File: config.mk
export PLATFORM = sky130hd
export DESIGN_NAME = stack_machine_executor
export DESIGN_NICKNAME = d
export VERILOG_FILES = /design/src/rtl/core/sme_pkg.sv /design/src/rtl/core/sme_front.sv /design/src/rtl/core/sme_queue.sv /design/src/rtl/core/sme_back.sv /design/src/rtl/core/stack_machine_executor.sv
export VERILOG_INCLUDE_DIRS = /design/src /design/src/rtl/core
export SDC_FILE = /design/constraint.sdc
export NUM_CORES = 1
export LEC_CHECK = 0
export ABC_AREA = 1
export BUFFER_PORTS_ARGS = -buffer_cell sky130_fd_sc_hd__buf_4
export CAP_MARGIN = 20
export CORE_MARGIN = 5
export CORE_UTILIZATION = 30
export CTS_CLUSTER_SIZE = 25
export DETAILED_ROUTE_END_ITERATION = 6
export PLACE_DENSITY_LB_ADDON = 0.3
export SLEW_MARGIN = 5
export SYNTH_ARGS = -nofsm -noshare
export SYNTH_HDL_FRONTEND = slang
export SYNTH_SLANG_ARGS = --single-unit
File: constraint.sdc
create_clock -name clk -period 11 [get_ports clk]
set_input_delay 2.2 -clock clk [delete_from_list [all_inputs] [get_ports clk]]
set_output_delay 2.2 -clock clk [all_outputs]
set_load 0.01 [all_outputs]
File: src/rtl/core/assert_macros.svh
// Assertion macros used by the core back end
`ifndef ASSERT_MACROS_SVH
`define ASSERT_MACROS_SVH

// Check a property on every clock edge outside reset
`define SME_ASSERT(label, prop, msg) \
    label: assert property (@(posedge clk) disable iff (!rst_n) (prop)) else $error(msg);

// Check that a condition implies a consequence on the next edge
`define SME_ASSERT_NEXT(label, ante, cons, msg) \
    label: assert property (@(posedge clk) disable iff (!rst_n) (ante) |=> (cons)) \
        else $error(msg);

`endif

File: src/rtl/core/sme_pkg.sv
// Types and constants shared by the stack machine executor
`timescale 1ns / 1ps

package sme_pkg;

    localparam int QUEUE_DEPTH = 2;

    localparam logic [1:0] TY_PUSH_POS = 2'd0;
    localparam logic [1:0] TY_PRIM     = 2'd1;
    localparam logic [1:0] TY_PUSH_NEG = 2'd2;
    localparam logic [1:0] TY_UNDEF    = 2'd3;

    localparam logic [29:0] PRIM_HALT  = 30'd0;
    localparam logic [29:0] PRIM_ADD   = 30'd1;
    localparam logic [29:0] PRIM_PRINT = 30'd5;

    typedef enum logic [2:0] {
        ST_OK           = 3'd0,
        ST_HALT         = 3'd1,
        ST_UNDERFLOW    = 3'd2,
        ST_OVERFLOW     = 3'd3,
        ST_UNDEF_TYPE   = 3'd4,
        ST_UNKNOWN_PRIM = 3'd5,
        ST_STOPPED      = 3'd6
    } status_t;

    typedef enum logic [2:0] {
        OP_RESTART,
        OP_PUSH,
        OP_UNDEF,
        OP_HALT,
        OP_ADD,
        OP_PRINT,
        OP_UNKNOWN
    } op_t;

    typedef struct packed {
        logic        action;
        logic [31:0] instruction;
    } cmd_beat_t;

    typedef struct packed {
        status_t            status;
        logic               print_valid;
        logic               print_empty;
        logic signed [31:0] print_value;
        logic               top_valid;
        logic signed [31:0] top_value;
    } rsp_beat_t;

    typedef struct packed {
        op_t         op;
        logic [31:0] value;
    } op_beat_t;

endpackage

File: src/rtl/core/sme_front.sv
// Front end: accepts command beats and decodes them into operations
`timescale 1ns / 1ps

module sme_front
    import sme_pkg::*;
(
    input  logic      clk,
    input  logic      rst_n,
    input  logic      cmd_valid,
    output logic      cmd_stall,
    input  cmd_beat_t cmd,
    output logic      op_valid,
    input  logic      op_ready,
    output op_beat_t  op
);

    logic      valid_reg;
    logic      valid_next;
    op_beat_t  op_reg;
    op_beat_t  op_next;
    logic      take;
    logic [1:0]  ty;
    logic [29:0] data;

    assign cmd_stall = valid_reg && !op_ready;
    assign take      = cmd_valid && !cmd_stall;
    assign ty        = cmd.instruction[31:30];
    assign data      = cmd.instruction[29:0];

    always_comb
    begin
        op_next.value = {2'b00, data};
        if (cmd.action) begin
            op_next.op = OP_RESTART;
        end else begin
            case (ty)
                TY_PUSH_POS: op_next.op = OP_PUSH;
                TY_PUSH_NEG:
                begin
                    op_next.op    = OP_PUSH;
                    op_next.value = 32'd0 - {2'b00, data};
                end
                TY_PRIM:
                begin
                    if (data == PRIM_HALT) begin
                        op_next.op = OP_HALT;
                    end else if (data == PRIM_ADD) begin
                        op_next.op = OP_ADD;
                    end else if (data == PRIM_PRINT) begin
                        op_next.op = OP_PRINT;
                    end else begin
                        op_next.op = OP_UNKNOWN;
                    end
                end
                default: op_next.op = OP_UNDEF;
            endcase
        end
    end

    assign valid_next = take || (valid_reg && !op_ready);

    always_ff @(posedge clk or negedge rst_n)
    begin
        if (!rst_n) begin
            valid_reg <= 1'b0;
        end else begin
            valid_reg <= valid_next;
        end
    end

    always_ff @(posedge clk)
    begin
        if (take) begin
            op_reg <= op_next;
        end
    end

    assign op_valid = valid_reg;
    assign op       = op_reg;

endmodule

File: src/rtl/core/sme_queue.sv
// Short operation queue between front end and execution back end
`timescale 1ns / 1ps

module sme_queue
    import sme_pkg::*;
(
    input  logic     clk,
    input  logic     rst_n,
    input  logic     push,
    input  op_beat_t push_op,
    output logic     ready,
    output logic     valid,
    input  logic     pop,
    output op_beat_t head
);

    localparam int PW = (QUEUE_DEPTH > 1) ? $clog2(QUEUE_DEPTH) : 1;
    localparam int NW = $clog2(QUEUE_DEPTH + 1);

    op_beat_t        entry_reg [QUEUE_DEPTH];
    logic [PW-1:0]   wr_ptr_reg;
    logic [PW-1:0]   wr_ptr_next;
    logic [PW-1:0]   rd_ptr_reg;
    logic [PW-1:0]   rd_ptr_next;
    logic [NW-1:0]   fill_reg;
    logic [NW-1:0]   fill_next;
    logic            do_push;
    logic            do_pop;

    assign ready   = fill_reg != NW'(QUEUE_DEPTH);
    assign valid   = fill_reg != '0;
    assign do_push = push && ready;
    assign do_pop  = pop && valid;
    assign head    = entry_reg[rd_ptr_reg];

    always_comb
    begin
        wr_ptr_next = wr_ptr_reg;
        rd_ptr_next = rd_ptr_reg;
        fill_next   = fill_reg;
        if (do_push) begin
            wr_ptr_next = (wr_ptr_reg == PW'(QUEUE_DEPTH - 1)) ? '0 : wr_ptr_reg + 1'b1;
        end
        if (do_pop) begin
            rd_ptr_next = (rd_ptr_reg == PW'(QUEUE_DEPTH - 1)) ? '0 : rd_ptr_reg + 1'b1;
        end
        if (do_push && !do_pop) begin
            fill_next = fill_reg + 1'b1;
        end else if (do_pop && !do_push) begin
            fill_next = fill_reg - 1'b1;
        end
    end

    always_ff @(posedge clk or negedge rst_n)
    begin
        if (!rst_n) begin
            wr_ptr_reg <= '0;
            rd_ptr_reg <= '0;
            fill_reg   <= '0;
        end else begin
            wr_ptr_reg <= wr_ptr_next;
            rd_ptr_reg <= rd_ptr_next;
            fill_reg   <= fill_next;
        end
    end

    always_ff @(posedge clk)
    begin
        if (do_push) begin
            entry_reg[wr_ptr_reg] <= push_op;
        end
    end

endmodule

File: src/rtl/core/sme_back.sv
// Back end: executes operations on the operand stack and registers the response
`timescale 1ns / 1ps

module sme_back
    import sme_pkg::*;
#(
    parameter int STACK_DEPTH = 16
)
(
    input  logic      clk,
    input  logic      rst_n,
    input  logic      op_valid,
    output logic      op_pop,
    input  op_beat_t  op,
    output logic      rsp_valid,
    input  logic      rsp_stall,
    output rsp_beat_t rsp
);

    `include "assert_macros.svh"

    localparam int AW = (STACK_DEPTH > 1) ? $clog2(STACK_DEPTH) : 1;
    localparam int CW = $clog2(STACK_DEPTH + 1);

    logic [31:0]   mem [STACK_DEPTH];
    logic [CW-1:0] count_reg;
    logic [CW-1:0] count_next;
    status_t       mstat_reg;
    status_t       mstat_next;
    logic [31:0]   top_reg;
    logic [31:0]   top_next;
    logic [31:0]   second_reg;
    logic [31:0]   second_next;
    logic [31:0]   third_reg;
    logic          rsp_valid_reg;
    logic          rsp_valid_next;
    rsp_beat_t     rsp_reg;
    rsp_beat_t     rsp_next;
    logic          fire;
    logic          wr_en;
    logic [AW-1:0] wr_addr;
    logic [AW-1:0] rd_addr;
    status_t       st;
    logic          pvalid;
    logic          pempty;

    assign fire    = op_valid && (!rsp_valid_reg || !rsp_stall);
    assign op_pop  = fire;
    assign wr_addr = AW'(count_reg - CW'(2));
    assign rd_addr = AW'(count_next - CW'(3));

    always_comb
    begin
        count_next  = count_reg;
        mstat_next  = mstat_reg;
        top_next    = top_reg;
        second_next = second_reg;
        wr_en       = 1'b0;
        st          = ST_OK;
        pvalid      = 1'b0;
        pempty      = 1'b0;
        if (fire) begin
            if (op.op == OP_RESTART) begin
                count_next = '0;
                mstat_next = ST_OK;
            end else if (mstat_reg != ST_OK) begin
                st = ST_STOPPED;
            end else begin
                case (op.op)
                    OP_PUSH:
                    begin
                        if (count_reg == CW'(STACK_DEPTH)) begin
                            st = ST_OVERFLOW;
                        end else begin
                            top_next    = op.value;
                            second_next = top_reg;
                            wr_en       = count_reg >= CW'(2);
                            count_next  = count_reg + 1'b1;
                        end
                    end
                    OP_ADD:
                    begin
                        if (count_reg < CW'(2)) begin
                            st = ST_UNDERFLOW;
                        end else begin
                            top_next    = top_reg + second_reg;
                            second_next = third_reg;
                            count_next  = count_reg - 1'b1;
                        end
                    end
                    OP_PRINT:
                    begin
                        if (count_reg == '0) begin
                            pempty = 1'b1;
                        end else begin
                            pvalid = 1'b1;
                        end
                    end
                    OP_HALT:    st = ST_HALT;
                    OP_UNDEF:   st = ST_UNDEF_TYPE;
                    default:    st = ST_UNKNOWN_PRIM;
                endcase
                mstat_next = st;
            end
        end
    end

    always_comb
    begin
        rsp_next.status      = st;
        rsp_next.print_valid = pvalid;
        rsp_next.print_empty = pempty;
        rsp_next.print_value = pvalid ? $signed(top_reg) : '0;
        rsp_next.top_valid   = count_next != '0;
        rsp_next.top_value   = (count_next != '0) ? $signed(top_next) : '0;
    end

    assign rsp_valid_next = fire || (rsp_valid_reg && rsp_stall);

    always_ff @(posedge clk or negedge rst_n)
    begin
        if (!rst_n) begin
            count_reg     <= '0;
            mstat_reg     <= ST_OK;
            rsp_valid_reg <= 1'b0;
        end else begin
            count_reg     <= count_next;
            mstat_reg     <= mstat_next;
            rsp_valid_reg <= rsp_valid_next;
        end
    end

    always_ff @(posedge clk)
    begin
        top_reg    <= top_next;
        second_reg <= second_next;
        if (fire) begin
            rsp_reg <= rsp_next;
        end
    end

    always_ff @(posedge clk)
    begin
        if (wr_en) begin
            mem[wr_addr] <= second_reg;
        end
        if (wr_en && (wr_addr == rd_addr)) begin
            third_reg <= second_reg;
        end else begin
            third_reg <= mem[rd_addr];
        end
    end

    assign rsp_valid = rsp_valid_reg;
    assign rsp       = rsp_reg;

    `SME_ASSERT(a_count_bound, count_reg <= CW'(STACK_DEPTH), "stack count beyond depth")
    `SME_ASSERT_NEXT(a_stopped_status,
        fire && op.op != OP_RESTART && mstat_reg != ST_OK,
        rsp.status == ST_STOPPED, "stopped machine did not answer stopped")
    `SME_ASSERT_NEXT(a_stopped_hold,
        fire && op.op != OP_RESTART && mstat_reg != ST_OK,
        $stable(count_reg) && $stable(mstat_reg), "stopped machine changed state")
    `SME_ASSERT_NEXT(a_restart_clear, fire && op.op == OP_RESTART,
        count_reg == '0 && mstat_reg == ST_OK && !rsp.top_valid, "restart did not clear")

endmodule

File: src/rtl/core/stack_machine_executor.sv
// Stack machine executor top level
`timescale 1ns / 1ps

// Executes one 32-bit stack-machine instruction per command beat.
// Command channel: cmd_valid / cmd_stall / cmd (action, instruction).
// action 1 restarts: the stack empties and the machine runs again.
// Response channel: rsp_valid / rsp_stall / rsp, one beat per command beat,
// in order: status, print result and the top of stack after the step.
// The response beat passes through the decode register, the queue and the
// response register after the command beat is taken.
// Throughput: one command per cycle while rsp_stall is low; the top two stack
// entries sit in registers and a one-write one-read memory holds the rest, so
// push, add and print each finish within the execute stage.
// A two-entry queue separates decode from execution.
// Reset empties the stack, clears any sticky error and drops all beats in
// flight; no clearing pass follows, commands are taken at once.
// While rsp_stall is high the response holds; the queue and decode register
// fill, then cmd_stall rises until the response beat is taken.
// After halt or an error every command answers stopped until a restart.

module stack_machine_executor
    import sme_pkg::*;
#(
    parameter int STACK_DEPTH = 16
)
(
    input  logic      clk,
    input  logic      rst_n,
    input  logic      cmd_valid,
    output logic      cmd_stall,
    input  cmd_beat_t cmd,
    output logic      rsp_valid,
    input  logic      rsp_stall,
    output rsp_beat_t rsp
);

    logic     fe_valid;
    logic     q_ready;
    op_beat_t fe_op;
    logic     q_valid;
    logic     q_pop;
    op_beat_t q_head;

    sme_front u_front (
        .clk       (clk),
        .rst_n     (rst_n),
        .cmd_valid (cmd_valid),
        .cmd_stall (cmd_stall),
        .cmd       (cmd),
        .op_valid  (fe_valid),
        .op_ready  (q_ready),
        .op        (fe_op)
    );

    sme_queue u_queue (
        .clk     (clk),
        .rst_n   (rst_n),
        .push    (fe_valid),
        .push_op (fe_op),
        .ready   (q_ready),
        .valid   (q_valid),
        .pop     (q_pop),
        .head    (q_head)
    );

    sme_back #(
        .STACK_DEPTH (STACK_DEPTH)
    ) u_back (
        .clk       (clk),
        .rst_n     (rst_n),
        .op_valid  (q_valid),
        .op_pop    (q_pop),
        .op        (q_head),
        .rsp_valid (rsp_valid),
        .rsp_stall (rsp_stall),
        .rsp       (rsp)
    );

endmodule
==> results_dict.tcl <==
set metrics [dict create \
    cts_made_buffers 77 \
    cts_buffer_depth 3 \
    rsz0062_at_grt "no" \
    ys_seq_area_share_pct 68.6 \
    fillCellCount 10719 \
    area_delta_synth_final_pct 15.0 \
    cp-startpoint "rsp_stall" \
    diodes 0 \
    tns_ps 0 \
    antenna_found_initial 1 \
    clock_latency_ps 650 \
    drv_slew 0 \
    outcome "complete, no violations" \
    syn-mean-instance-area_um2 11.4 \
    dieArea_um2 116000 \
    synthCells 2893 \
    die_y_um 341 \
    ir_drop_uv 138 \
    yosysTopAreaCell "edfxtp_1" \
    worstPathRequired_ps 11260 \
    finalNetCount 3065 \
    r2r_start "u_queue.rd_ptr_reg" \
    ys_warn_count 0 \
    fmaxAchievable_mhz 191 \
    grt_usage_pct 15.4 \
    io_pins 109 \
    cp_max_fo 32 \
    hold_viol_final 0 \
    dp_hpwl_um 58600 \
    p_leak_nw 13.6 \
    cts_tree "done" \
    cts_resized 0 \
    drt_iter0_drc 2145 \
    die_w_um 341 \
    initial_core_util_pct 30.2 \
    num_vias 22238 \
    cts_sinks 766 \
    gr-total-overflow 0 \
    ys_seq_elements 766 \
    gp_congestion 0.880 \
    max_cap_violations 0 \
    cts_setup_buffers 0 \
    io_buffers 108 \
    clock_skew_ps 25.6 \
    grt_pass1_vias 21053 \
    max_slew_margin_pct 28.9 \
    largest_reg_flops 512 \
    worst_slack_ps 5760 \
    holdBufCountCts 0 \
    place_ws_ps 5040 \
    syn-cell-area_um2 32900 \
    grt_pass1_wl_um 136000 \
    worst_pin_slew_ps 1070 \
    powerDensity_nw_per_um2 249 \
    worstPathArrival_ps 5500 \
    synthArstFlopShare_pct 1.83 \
    wl_per_cell_um 20.7 \
    num_rows 121 \
    startpoint_type "primary input" \
    synthTopCellsByCount "edfxtp_1 (716), nand2_1 (449), nor2_1 (421)" \
    drc 0 \
    dr.pass1.iters 6 \
    crit_path_end_kind "flop" \
    grt_start_max_net_pins 128 \
    setup_viol 0 \
    synth_top_area_share_pct 65.3 \
    drive_gt1_share_pct 10.1 \
    hp-start "u_front.op[13]" \
    p_total_w 0.00943 \
    finalCoreUtilization_pct 34.7 \
    antenna_left 0 \
    post-route-period-util_pct 47.6 \
    synthesis.nets 2975 \
    htree_levels 3 \
    synth-main-ff-cell "edfxtp_1" \
    synth_area_leaders "edfxtp_1 (65%), o21ai_0 (5.2%), nand2_1 (5.1%)" \
    crit_type "in2reg" \
    synth_cell_types 49 \
    final_cells 4455 \
    hold_class "reg2reg" \
    wl_um 92100 \
    cts.clk_slew.worst_paths_ps 60 \
    synth_edf_count 716 \
    synth.most_common_cell "edfxtp_1" \
    cts_root_buffer "clkbuf_16" \
    layout_min_cycle_time_ps 5240 \
    core-area_um2 109000 \
    dp_cells 4315 \
    via_per_inst 4.99 \
]
## through the flow
stage          hold WS, ps  instance area [um2]
5_1_grt                450                37800
2_1_floorplan          421                32900
4_1_cts                443                37800
3_3_place_gp           424                35300
6_report               443                37800
3_5_place_dp           429                35400
## path summary, 6_finish.rpt
kind	cells past startpoint	endpoint	slack, ps
hold / removal	0	u_queue.entry_reg[0][13]	440
hold reg to reg	0	u_queue.entry_reg[0][13]	440
min in group asynchronous	1	u_back.count_reg[4]	1410
setup reg to reg	17	u_back.rsp[29]	6480
setup / recovery	11	u_back.mem[1][30]	5760
max in group asynchronous	1	u_back.mstat_reg[1]	9400
## worst max-delay path, stage by stage
cell	delay, ps
buf_4	110
nand2_1	90
o21ai_2	150
inv_4	400
nand2_2	190
nor2_2	110
buf_4	350
nand2_1	160
nor2_1	410
nand2_1	380
nor2_4	890
## where the power goes
group,internal (W),switching [W],total [W]
logic,0.000846,0.00209,0.00293
registers,0.00367,0.000330,0.00400
clock network,0.00138,0.00112,0.00249
total,0.00589,0.00354,0.00943
## cell type report
cell class | instances | area (um2) | area share, %
Sequential cell | 766 | 22600 | 59.7
Multi-Input combinational cell | 1746 | 8990 | 23.8
Clock buffer | 99 | 2050 | 5.42
Tap cell | 1414 | 1770 | 4.68
Timing Repair Buffer | 145 | 1190 | 3.15
Inverter | 247 | 941 | 2.49
Clock inverter | 38 | 298 | 0.787
## placed cells by master, fill, tap and decap left out, drive strengths merged, types with 9 or more instances in the layout
cell / n
a21oi: 90
a22oi: 20
o22ai: 32
nand4: 9
a31oi: 24
ha: 44
dfrtp: 14
o221ai: 100
o21ai: 349
dfxtp: 36
xor2: 35
nand2: 460
clkbuf: 99
edfxtp: 716
nor2: 429
buf: 145
nor3: 10
inv: 250
nand3: 98
clkinv: 29
## routing by layer
metal,share of wire [%],global-route usage (%)
met4,1.8,3.16
met5,0,0
met3,7.7,3.30
met1,48,23.4
met2,43,22.7
## logic make-up after synthesis
kind of cell | Yosys count | synth area share (%)
xor gates and xnor gates | 43 | 1.14
and+or+nand+nor | 1021 | 12.5
buffers and inverters | 381 | 4.48
muxes | 8 | 0.243
adders and majority gates | 45 | 1.73
DFF | 766 | 68.6
AOI/OAI and AO/OA | 629 | 11.3
Note: power is estimated with default switching activity, not from simulation.
